<file path="src/design/assert_macros.svh">
// Assertion helpers shared by the divider and datapath RTL files.
`ifndef ASSERT_MACROS_SVH
`define ASSERT_MACROS_SVH

// Check an implication on every rising edge while out of reset.
`define LCM_ASSERT(label, clk, rst_n, prop, msg) \
  label: assert property (@(posedge clk) disable iff (!rst_n) prop) else $error(msg);

// Check that a condition never holds while out of reset.
`define LCM_NEVER(label, clk, rst_n, cond, msg) \
  label: assert property (@(posedge clk) disable iff (!rst_n) !(cond)) else $error(msg);

`endif

</file>
<file path="src/design/lcm_pkg.sv">
package lcm_pkg;

  // Datapath word and product widths
  localparam int DW     = 32;
  localparam int PW     = 2 * DW;
  localparam int CNT_W  = $clog2(DW);

  // Configuration space
  localparam int CFG_AW = 3;
  localparam logic       REG_LIMIT   = 1'b0;
  localparam logic [DW-1:0] LIMIT_RESET = 32'd1000000000;

  // Controller to datapath commands
  typedef struct packed {
    logic idle;       // ready for a new item
    logic mod_go;     // start b % a
    logic mod_take;   // a <= remainder, b <= a
    logic quo_go;     // start acc / g
    logic quo_take;   // capture quotient
    logic zero_prod;  // gcd is zero, product is zero
    logic mul;        // product <= quotient * period
    logic cmp;        // check product against limits
    logic push;       // load result register, start new set
  } ctrl_cmd_t;

  // Datapath to controller status
  typedef struct packed {
    logic accept;
    logic frozen;
    logic last;
    logic a_zero;
    logic b_zero;
    logic div_done;
    logic out_free;
  } dp_sts_t;

endpackage

</file>
<file path="src/design/lcm_in_if.sv">
interface lcm_in_if;
  logic        valid;
  logic        ready;
  logic [31:0] period;
  logic        last;

  modport source (output valid, output period, output last, input ready);
  modport sink (input valid, input period, input last, output ready);
endinterface

</file>
<file path="src/design/lcm_out_if.sv">
interface lcm_out_if;
  logic        valid;
  logic        ready;
  logic [31:0] multiple;
  logic        over_limit;

  modport source (output valid, output multiple, output over_limit, input ready);
  modport sink (input valid, input multiple, input over_limit, output ready);
endinterface

</file>
<file path="src/design/lcm_div.sv">
`include "assert_macros.svh"

module lcm_div (
  input  logic                   clk,
  input  logic                   rst_n,
  input  logic                   start,
  input  logic [lcm_pkg::DW-1:0] dividend,
  input  logic [lcm_pkg::DW-1:0] divisor,
  output logic                   done,
  output logic [lcm_pkg::DW-1:0] quotient,
  output logic [lcm_pkg::DW-1:0] remainder
);
  import lcm_pkg::*;

  logic             busy_r, busy_nxt;
  logic             done_r, done_nxt;
  logic [CNT_W-1:0] cnt_r, cnt_nxt;
  logic [DW-1:0]    quo_r, quo_nxt;
  logic [DW-1:0]    rem_r, rem_nxt;
  logic [DW-1:0]    dvs_r, dvs_nxt;
  logic [DW:0]      rem_sh;
  logic [DW:0]      diff;

  // One restoring step: shift in the next dividend bit, subtract if it fits
  assign rem_sh = {rem_r, quo_r[DW-1]};
  assign diff   = rem_sh - {1'b0, dvs_r};

  always_comb begin
    busy_nxt = busy_r;
    done_nxt = 1'b0;
    cnt_nxt  = cnt_r;
    quo_nxt  = quo_r;
    rem_nxt  = rem_r;
    dvs_nxt  = dvs_r;
    if (start) begin
      busy_nxt = 1'b1;
      cnt_nxt  = '0;
      quo_nxt  = dividend;
      rem_nxt  = '0;
      dvs_nxt  = divisor;
    end else if (busy_r) begin
      if (!diff[DW]) begin
        rem_nxt = diff[DW-1:0];
        quo_nxt = {quo_r[DW-2:0], 1'b1};
      end else begin
        rem_nxt = rem_sh[DW-1:0];
        quo_nxt = {quo_r[DW-2:0], 1'b0};
      end
      cnt_nxt = cnt_r + 1'b1;
      if (cnt_r == CNT_W'(DW - 1)) begin
        busy_nxt = 1'b0;
        done_nxt = 1'b1;
      end
    end
  end

  always_ff @(posedge clk) begin
    if (!rst_n) begin
      busy_r <= 1'b0;
      done_r <= 1'b0;
      cnt_r  <= '0;
    end else begin
      busy_r <= busy_nxt;
      done_r <= done_nxt;
      cnt_r  <= cnt_nxt;
    end
    quo_r <= quo_nxt;
    rem_r <= rem_nxt;
    dvs_r <= dvs_nxt;
  end

  assign done      = done_r;
  assign quotient  = quo_r;
  assign remainder = rem_r;

  `LCM_ASSERT(a_div_nz, clk, rst_n, start |-> divisor != '0, "divide started with zero divisor")
  `LCM_NEVER(a_div_overlap, clk, rst_n, start && busy_r, "divide restarted while busy")
endmodule

</file>
<file path="src/design/lcm_dp.sv">
`include "assert_macros.svh"

module lcm_dp #(
  parameter int VALUE_BITS = 32
) (
  input  logic                   clk,
  input  logic                   rst_n,
  lcm_in_if.sink                 in_ch,
  lcm_out_if.source              out_ch,
  input  logic [lcm_pkg::DW-1:0] limit,
  input  lcm_pkg::ctrl_cmd_t     cmd,
  output lcm_pkg::dp_sts_t       sts
);
  import lcm_pkg::*;

  localparam logic [PW-1:0] VMASK = (PW'(1) << VALUE_BITS) - PW'(1);

  logic [VALUE_BITS-1:0] acc_r;
  logic                  flag_r;
  logic [DW-1:0]         a_r, b_r, p_r, q_r;
  logic                  last_r;
  logic [PW-1:0]         prod_r;
  logic                  out_valid_r;
  logic [DW-1:0]         mult_r;
  logic                  ovr_r;

  logic                  div_go;
  logic [DW-1:0]         div_dvd, div_dvs;
  logic                  div_done;
  logic [DW-1:0]         div_quo, div_rem;
  logic                  accept;
  logic                  too_big;

  assign accept = in_ch.valid && cmd.idle;
  assign in_ch.ready = cmd.idle;

  // Shared divider: Euclid modulo steps, then acc / gcd
  assign div_go  = cmd.mod_go || cmd.quo_go;
  assign div_dvd = cmd.quo_go ? DW'(acc_r) : b_r;
  assign div_dvs = cmd.quo_go ? b_r : a_r;

  lcm_div u_div (
    .clk       (clk),
    .rst_n     (rst_n),
    .start     (div_go),
    .dividend  (div_dvd),
    .divisor   (div_dvs),
    .done      (div_done),
    .quotient  (div_quo),
    .remainder (div_rem)
  );

  assign too_big = (prod_r > PW'(limit)) || (prod_r > VMASK);

  // Operand registers
  always_ff @(posedge clk) begin
    if (accept) begin
      a_r    <= DW'(acc_r);
      b_r    <= in_ch.period;
      p_r    <= in_ch.period;
      last_r <= in_ch.last;
    end else if (cmd.mod_take) begin
      a_r <= div_rem;
      b_r <= a_r;
    end
    if (cmd.quo_take) begin
      q_r <= div_quo;
    end
    if (cmd.zero_prod) begin
      prod_r <= '0;
    end else if (cmd.mul) begin
      prod_r <= PW'(q_r) * PW'(p_r);
    end
  end

  // Running multiple and over-limit flag
  always_ff @(posedge clk) begin
    if (!rst_n) begin
      acc_r  <= VALUE_BITS'(1);
      flag_r <= 1'b0;
    end else if (cmd.push) begin
      acc_r  <= VALUE_BITS'(1);
      flag_r <= 1'b0;
    end else if (cmd.cmp) begin
      if (too_big) begin
        flag_r <= 1'b1;
      end else begin
        acc_r <= prod_r[VALUE_BITS-1:0];
      end
    end
  end

  // Result register; holds until the sink takes the transfer
  always_ff @(posedge clk) begin
    if (!rst_n) begin
      out_valid_r <= 1'b0;
    end else if (cmd.push) begin
      out_valid_r <= 1'b1;
    end else if (out_ch.ready) begin
      out_valid_r <= 1'b0;
    end
    if (cmd.push) begin
      mult_r <= flag_r ? '0 : DW'(acc_r);
      ovr_r  <= flag_r;
    end
  end

  assign out_ch.valid      = out_valid_r;
  assign out_ch.multiple   = mult_r;
  assign out_ch.over_limit = ovr_r;

  assign sts.accept   = accept;
  assign sts.frozen   = flag_r;
  assign sts.last     = last_r;
  assign sts.a_zero   = (a_r == '0);
  assign sts.b_zero   = (b_r == '0);
  assign sts.div_done = div_done;
  assign sts.out_free = !out_valid_r || out_ch.ready;

  `LCM_ASSERT(a_frozen_acc, clk, rst_n, flag_r && !cmd.push |=> $stable(acc_r), "acc moved while frozen")
  `LCM_ASSERT(a_push_free, clk, rst_n, cmd.push |-> (!out_valid_r || out_ch.ready), "result overwritten")
  `LCM_ASSERT(a_ovr_zero, clk, rst_n, out_valid_r && ovr_r |-> mult_r == '0, "over-limit result nonzero")
endmodule

</file>
<file path="src/design/lcm_ctrl.sv">
module lcm_ctrl (
  input  logic               clk,
  input  logic               rst_n,
  input  lcm_pkg::dp_sts_t   sts,
  output lcm_pkg::ctrl_cmd_t cmd
);
  import lcm_pkg::*;

  localparam logic [2:0] S_IDLE = 3'd0;
  localparam logic [2:0] S_GCD  = 3'd1;
  localparam logic [2:0] S_MOD  = 3'd2;
  localparam logic [2:0] S_QST  = 3'd3;
  localparam logic [2:0] S_QUO  = 3'd4;
  localparam logic [2:0] S_MUL  = 3'd5;
  localparam logic [2:0] S_CMP  = 3'd6;
  localparam logic [2:0] S_FIN  = 3'd7;

  logic [2:0] state_r, state_nxt;

  always_comb begin
    state_nxt = state_r;
    cmd       = '0;
    case (state_r)
      // Wait for an item; a frozen set skips the arithmetic
      S_IDLE: begin
        cmd.idle = 1'b1;
        if (sts.accept) begin
          state_nxt = sts.frozen ? S_FIN : S_GCD;
        end
      end
      // Euclid step: stop when the divisor reaches zero
      S_GCD: begin
        if (sts.a_zero) begin
          state_nxt = S_QST;
        end else begin
          cmd.mod_go = 1'b1;
          state_nxt  = S_MOD;
        end
      end
      S_MOD: begin
        if (sts.div_done) begin
          cmd.mod_take = 1'b1;
          state_nxt    = S_GCD;
        end
      end
      // Divide the running multiple by the gcd
      S_QST: begin
        if (sts.b_zero) begin
          cmd.zero_prod = 1'b1;
          state_nxt     = S_CMP;
        end else begin
          cmd.quo_go = 1'b1;
          state_nxt  = S_QUO;
        end
      end
      S_QUO: begin
        if (sts.div_done) begin
          cmd.quo_take = 1'b1;
          state_nxt    = S_MUL;
        end
      end
      S_MUL: begin
        cmd.mul   = 1'b1;
        state_nxt = S_CMP;
      end
      S_CMP: begin
        cmd.cmp   = 1'b1;
        state_nxt = S_FIN;
      end
      // Emit on the last item once the result register frees up
      S_FIN: begin
        if (!sts.last) begin
          state_nxt = S_IDLE;
        end else if (sts.out_free) begin
          cmd.push  = 1'b1;
          state_nxt = S_IDLE;
        end
      end
      default: begin
        state_nxt = S_IDLE;
      end
    endcase
  end

  always_ff @(posedge clk) begin
    if (!rst_n) begin
      state_r <= S_IDLE;
    end else begin
      state_r <= state_nxt;
    end
  end
endmodule

</file>
<file path="src/design/running_lcm_saturating.sv">
// Channel | Dir | Payload                       | Transfer when
// in_ch   | in  | period[31:0], last            | valid && ready
// out_ch  | out | multiple[31:0], over_limit    | valid && ready
// cfg_*   | in  | limit at byte address 0       | psel && penable && pwrite
//
// One item at a time; each Euclid modulo step and the final quotient run on one
// shared radix-2 divider. An item arriving after overflow skips the arithmetic.
// Reset is synchronous; it clears the running multiple to 1 and the flag.
// A stalled result holds in the output register; items without the last mark
// keep flowing, and a last item waits until that register frees up.
module running_lcm_saturating #(
  parameter int VALUE_BITS = 32
) (
  input  logic                       clk,
  input  logic                       rst_n,
  lcm_in_if.sink                     in_ch,
  lcm_out_if.source                  out_ch,
  input  logic                       cfg_psel,
  input  logic                       cfg_penable,
  input  logic                       cfg_pwrite,
  input  logic [lcm_pkg::CFG_AW-1:0] cfg_paddr,
  input  logic [31:0]                cfg_pwdata,
  output logic [31:0]                cfg_prdata,
  output logic                       cfg_pready
);
  import lcm_pkg::*;

  logic [DW-1:0] limit_r;
  logic          reg_idx;
  ctrl_cmd_t     cmd;
  dp_sts_t       sts;

  assign reg_idx    = cfg_paddr[2];
  assign cfg_pready = 1'b1;
  assign cfg_prdata = (reg_idx == REG_LIMIT) ? limit_r : '0;

  // Limit register
  always_ff @(posedge clk) begin
    if (!rst_n) begin
      limit_r <= LIMIT_RESET;
    end else if (cfg_psel && cfg_penable && cfg_pwrite && reg_idx == REG_LIMIT) begin
      limit_r <= cfg_pwdata;
    end
  end

  lcm_ctrl u_ctrl (
    .clk   (clk),
    .rst_n (rst_n),
    .sts   (sts),
    .cmd   (cmd)
  );

  lcm_dp #(
    .VALUE_BITS (VALUE_BITS)
  ) u_dp (
    .clk    (clk),
    .rst_n  (rst_n),
    .in_ch  (in_ch),
    .out_ch (out_ch),
    .limit  (limit_r),
    .cmd    (cmd),
    .sts    (sts)
  );
endmodule

</file>
<file path="src/flat_wrapper.sv">
// flat-port wrapper written by rule: the top's interface ports become plain ports
module running_lcm_saturating_flat import lcm_pkg::*;
#(
  parameter int VALUE_BITS = 32
)
  (clk, rst_n, cfg_psel, cfg_penable, cfg_pwrite, cfg_paddr, cfg_pwdata, cfg_prdata, cfg_pready, in_ch_valid, in_ch_period, in_ch_last, in_ch_ready, out_ch_valid, out_ch_multiple, out_ch_over_limit, out_ch_ready);
  lcm_in_if in_ch_i ();
  lcm_out_if out_ch_i ();
  input  logic clk;
  input  logic rst_n;
  input  logic cfg_psel;
  input  logic cfg_penable;
  input  logic cfg_pwrite;
  input  logic [lcm_pkg::CFG_AW-1:0] cfg_paddr;
  input  logic [31:0] cfg_pwdata;
  output logic [31:0] cfg_prdata;
  output logic cfg_pready;
  input wire logic [$bits(in_ch_i.valid)-1:0] in_ch_valid;
  input wire logic [$bits(in_ch_i.period)-1:0] in_ch_period;
  input wire logic [$bits(in_ch_i.last)-1:0] in_ch_last;
  output wire logic [$bits(in_ch_i.ready)-1:0] in_ch_ready;
  output wire logic [$bits(out_ch_i.valid)-1:0] out_ch_valid;
  output wire logic [$bits(out_ch_i.multiple)-1:0] out_ch_multiple;
  output wire logic [$bits(out_ch_i.over_limit)-1:0] out_ch_over_limit;
  input wire logic [$bits(out_ch_i.ready)-1:0] out_ch_ready;
  assign in_ch_i.valid = in_ch_valid;
  assign in_ch_i.period = in_ch_period;
  assign in_ch_i.last = in_ch_last;
  assign in_ch_ready = in_ch_i.ready;
  assign out_ch_valid = out_ch_i.valid;
  assign out_ch_multiple = out_ch_i.multiple;
  assign out_ch_over_limit = out_ch_i.over_limit;
  assign out_ch_i.ready = out_ch_ready;
  running_lcm_saturating #(.VALUE_BITS(VALUE_BITS)) u_core (.clk(clk), .rst_n(rst_n), .in_ch(in_ch_i), .out_ch(out_ch_i), .cfg_psel(cfg_psel), .cfg_penable(cfg_penable), .cfg_pwrite(cfg_pwrite), .cfg_paddr(cfg_paddr), .cfg_pwdata(cfg_pwdata), .cfg_prdata(cfg_prdata), .cfg_pready(cfg_pready));
endmodule
</file>
<file path="config.mk">
export PLATFORM = sky130hd
export DESIGN_NAME = running_lcm_saturating_flat
export DESIGN_NICKNAME = d
export VERILOG_FILES = /design/src/design/lcm_pkg.sv /design/src/design/lcm_in_if.sv /design/src/design/lcm_out_if.sv /design/src/design/lcm_div.sv /design/src/design/lcm_dp.sv /design/src/design/lcm_ctrl.sv /design/src/design/running_lcm_saturating.sv /design/src/flat_wrapper.sv
export VERILOG_INCLUDE_DIRS = /design/src /design/src/design
export SDC_FILE = /design/constraint.sdc
export NUM_CORES = 2
export LEC_CHECK = 0
export BUFFER_PORTS_ARGS = -buffer_cell sky130_fd_sc_hd__buf_2
export CAP_MARGIN = 20
export CORE_UTILIZATION = 54
export CTS_CLUSTER_DIAMETER = 200
export DETAILED_ROUTE_END_ITERATION = 6
export GPL_ROUTABILITY_DRIVEN = 0
export GPL_TIMING_DRIVEN = 0
export PLACE_DENSITY_LB_ADDON = 0.3
export SLEW_MARGIN = 30
export SYNTH_ARGS = -nofsm -noshare
export SYNTH_HDL_FRONTEND = slang
export SYNTH_SLANG_ARGS = --single-unit
</file>
<file path="constraint.sdc">
create_clock -name clk -period 7.3 [get_ports clk]
set_input_delay 1.46 -clock clk [delete_from_list [all_inputs] [get_ports clk]]
set_output_delay 1.46 -clock clk [all_outputs]
set_load 0.005 [all_outputs]
</file>
==> impl_results.md <==
- Outcome: finished, violations left
- Failing checks: negative setup slack
- Hold Slack: around 450 ps
- Synthesis Warnings: 0
- Hold buffer count at CTS: 0
- Net Count, Synth: about 6,600
- I/O Pins: ~140
- Clock Skews: approximately 27 ps
- Async SR Flop Fraction: 0
- Reg area: ~10,000 um^2
- Min Tclk post-route: ~8300 ps
- All-layer global routing usage: 0.377
- Post-synth cell types: 77
- Fmax: approximately 120 MHz
- Via count: between 40,000 and 50,000
- Data arrival time of the worst path: 8820 ps
- Initial core utilization: 0.549
- Cell Area, Synth: 51,500 um^2
- Setup repair after global routing missed its margin: yes
- # port buffers: between 100 and 150
- Die ar.: 96,600 um^2
- Wire per inst: 26.4 um
- TritonCTS clock tree: yes
- CTS root buf: clkbuf_16
- Grt ovf: 0
- ANT nets after route: 0
- H-tree Lvls: 2
- Mapped Cells: 5,346
- CTS max path bufs: 3
- Final Max Slew Viols: 0
- Die Height: around 310 um
- Max-cap viol count: 0
- Worst Max-Slew Pin Slew: around 1100 ps
- Final worst slack: -1030 ps
- WP data required: about 7800 ps
- Number of fill cells: 7,404
- DRT Wirelength: roughly 190,000 um
- Most frequent cells in the layout: inv_1, fa_1, nand2_1, and2_1, ha_1
- CP Launch Type: register
- HPWL after detailed placement: between 100,000 and 150,000 um
- Setup violators final: 37
- Tcrit/Tclk final: 1.14
- Via/cell ratio: between 6 and 7
- Post-Layout Cell Count: approximately 7,000
- Fin nets: between 7,000 and 8,000
- Synthesized area per cell: just under 10 um^2
- Area Growth Syn to Fin: 16.1%
- Hold Path Class: register to register
- Starting DRT DRC Count: about 5,000
- Commonest non-fill, non-tap cell in the layout: inv_1
- Die W: approximately 310 um
- Clock slew at reported path FFs: ~70 ps
- Num CTS Buffers: 35
- Area of the multi-input gates: between 30,000 and 40,000 um^2
- Pre-CTS setup slack: -2270 ps
- Worst Path Max Fanout: 11
- Synthesized flop and latch total: 398
- Clock Latency Late Sink: 560 ps
- Sequential element share of the synthesized area: 0.199
- DRT Pass-1 Iters: 7
- Dpl cells: between 6,000 and 7,000
- Row cnt: about 110
- Vias in the first global route: 43,200
- Antenna violations before repair: 14
- First-pass GRT wire length: between 200,000 and 300,000 um
- CP Capture Type: register
- Core box area: 93,900 um^2
- Post-synth EDFFs: ~230
- Final Hold Vio Count: 0
- Predominant post-synthesis flop cell: edfxtp_1
- Pin count of the biggest net entering global routing: 43
- Fin util: 0.637
- Slew headroom: 0.284
- Remaining DRCs: 0
- Clk sink count: ~400
- Layout cell share with drive strength beyond 1: 0.180
- Kind of critical path: register to register
## through the flow
step | instance area, um^2 | TNS, ps
after floorplan | 51500 | 0
after global placement | 53800 | -117870
after detailed placement | 53900 | -52510
after CTS | 58300 | -9310
after global routing | 59800 | -18250
final | 59800 | -18460
## synthesized netlist by cell type, types with 6 or more instances
| master | count | area [um^2] |
|---|---|---|
| mux2i_1 | 94 | 941 |
| buf_1 | 12 | 45.0 |
| o2111ai_1 | 6 | 52.6 |
| a211oi_1 | 36 | 270 |
| and3_1 | 13 | 81.3 |
| nor4_1 | 32 | 200 |
| a21o_1 | 60 | 450 |
| o211ai_1 | 21 | 158 |
| a21oi_1 | 187 | 936 |
| nor3_1 | 28 | 140 |
| o31ai_1 | 12 | 90.1 |
| a31oi_1 | 14 | 87.6 |
| nand2b_1 | 11 | 68.8 |
| nand4_1 | 48 | 300 |
| xnor2_1 | 54 | 473 |
| o21bai_1 | 23 | 173 |
| nand2_1 | 667 | 2500 |
| inv_1 | 943 | 3540 |
| nor2_2 | 28 | 175 |
| nand3b_1 | 6 | 45.0 |
| nand3_1 | 44 | 220 |
| clkbuf_1 | 291 | 1090 |
| edfxtp_1 | 226 | 6790 |
| mux2_2 | 92 | 1040 |
| fa_1 | 897 | 18000 |
| o21ai_0 | 109 | 546 |
| and2_1 | 597 | 3730 |
| ha_1 | 329 | 4120 |
| dfxtp_1 | 172 | 3440 |
| xor2_1 | 27 | 236 |
| nor2b_1 | 44 | 275 |
| nor2_1 | 122 | 458 |
| o21a_1 | 9 | 67.6 |
## kinds of logic after synthesis
| logic type | after synthesis | synth area share |
|---|---|---|
| XOR/XNOR | 81 | 0.0138 |
| adder cells (fa/ha/maj) | 1226 | 0.429 |
| AO/OA/AOI/OAI | 535 | 0.0652 |
| multiplexers | 186 | 0.0384 |
| flip-flops | 398 | 0.199 |
| other | 1 | 0.0000728 |
| AND/OR/NAND/NOR | 1664 | 0.163 |
| buffers and inverters | 1255 | 0.0924 |
## critical path: stages (launching register included)
cell      delay, ps
edfxtp_1        600
clkbuf_2        520
and2_1          360
fa_1            690
fa_1            490
ha_1            200
inv_1            70
fa_1            430
fa_1            510
inv_1            60
fa_1            560
fa_2            490
fa_2            670
ha_4            250
buf_4           160
and4_1          180
and2_1          220
nand2_1         120
nor3_4           70
o21ai_4         290
a21oi_4         110
or3_4           410
a311oi_2        240
xor2_1          330
a22o_1          180
## metal layers
layer  GRT usage  wire (um)  vias up
met5     0.00543        187        -
met4       0.274      17200       10
met3       0.137      25600     1005
met2       0.567      80700     3142
met1       0.445      62200    20800
li1            -          -    17500
## sequential cells by signal, indices dropped and copies added (netlist names), 3 cells and up
name,count
u_core.u_dp.p_r,32
u_core.u_dp.q_r,32
u_core.u_dp.prod_r,64
u_core.u_dp.u_div.quotient,32
u_core.u_dp.u_div.cnt_r,5
u_core.u_dp.acc_r,32
u_core.u_ctrl.state_r,3
u_core.u_dp.b_r,32
u_core.u_dp.a_r,32
u_core.u_dp.u_div.dvs_r,32
u_core.u_dp.out_ch.multiple,32
u_core.u_dp.u_div.remainder,32
u_core.limit_r,32
## what timing repair did
action                                  in CTS  in global routing
gates resized for setup                    628                327
hold endpoints to repair                     0                  0
cloned                                       3                  2
endpoints found under the setup margin      45                 43
setup buffers                              140                 82
pin swaps                                  149                151
## area by class of cell
cell class	instances	area share
Multi-Input combinational cell	3693	0.635
Sequential cell	398	0.171
Inverter	943	0.0592
Timing Repair Buffer	372	0.0472
Buffer	290	0.0411
Tap cell	1254	0.0262
Clock buffer	48	0.0163
Clock inverter	16	0.00297
Antenna cell	15	0.000628
## path summary, 6_finish.rpt
kind	endpoint	slack, ps	start	cells after the start
worst min-delay path	u_core.limit_r[2]	450	u_core.limit_r[2]	2
worst min register to register	u_core.limit_r[2]	450	u_core.limit_r[2]	2
worst max-delay path	u_core.u_dp.prod_r[63]	-1030	u_core.u_dp.q_r[1]	24
worst max register to register	u_core.u_dp.prod_r[63]	-1030	u_core.u_dp.q_r[1]	24
Power is left out: the tool's default activity adds up to more than one toggle a clock period on the data nets, which glitch-free logic cannot reach.
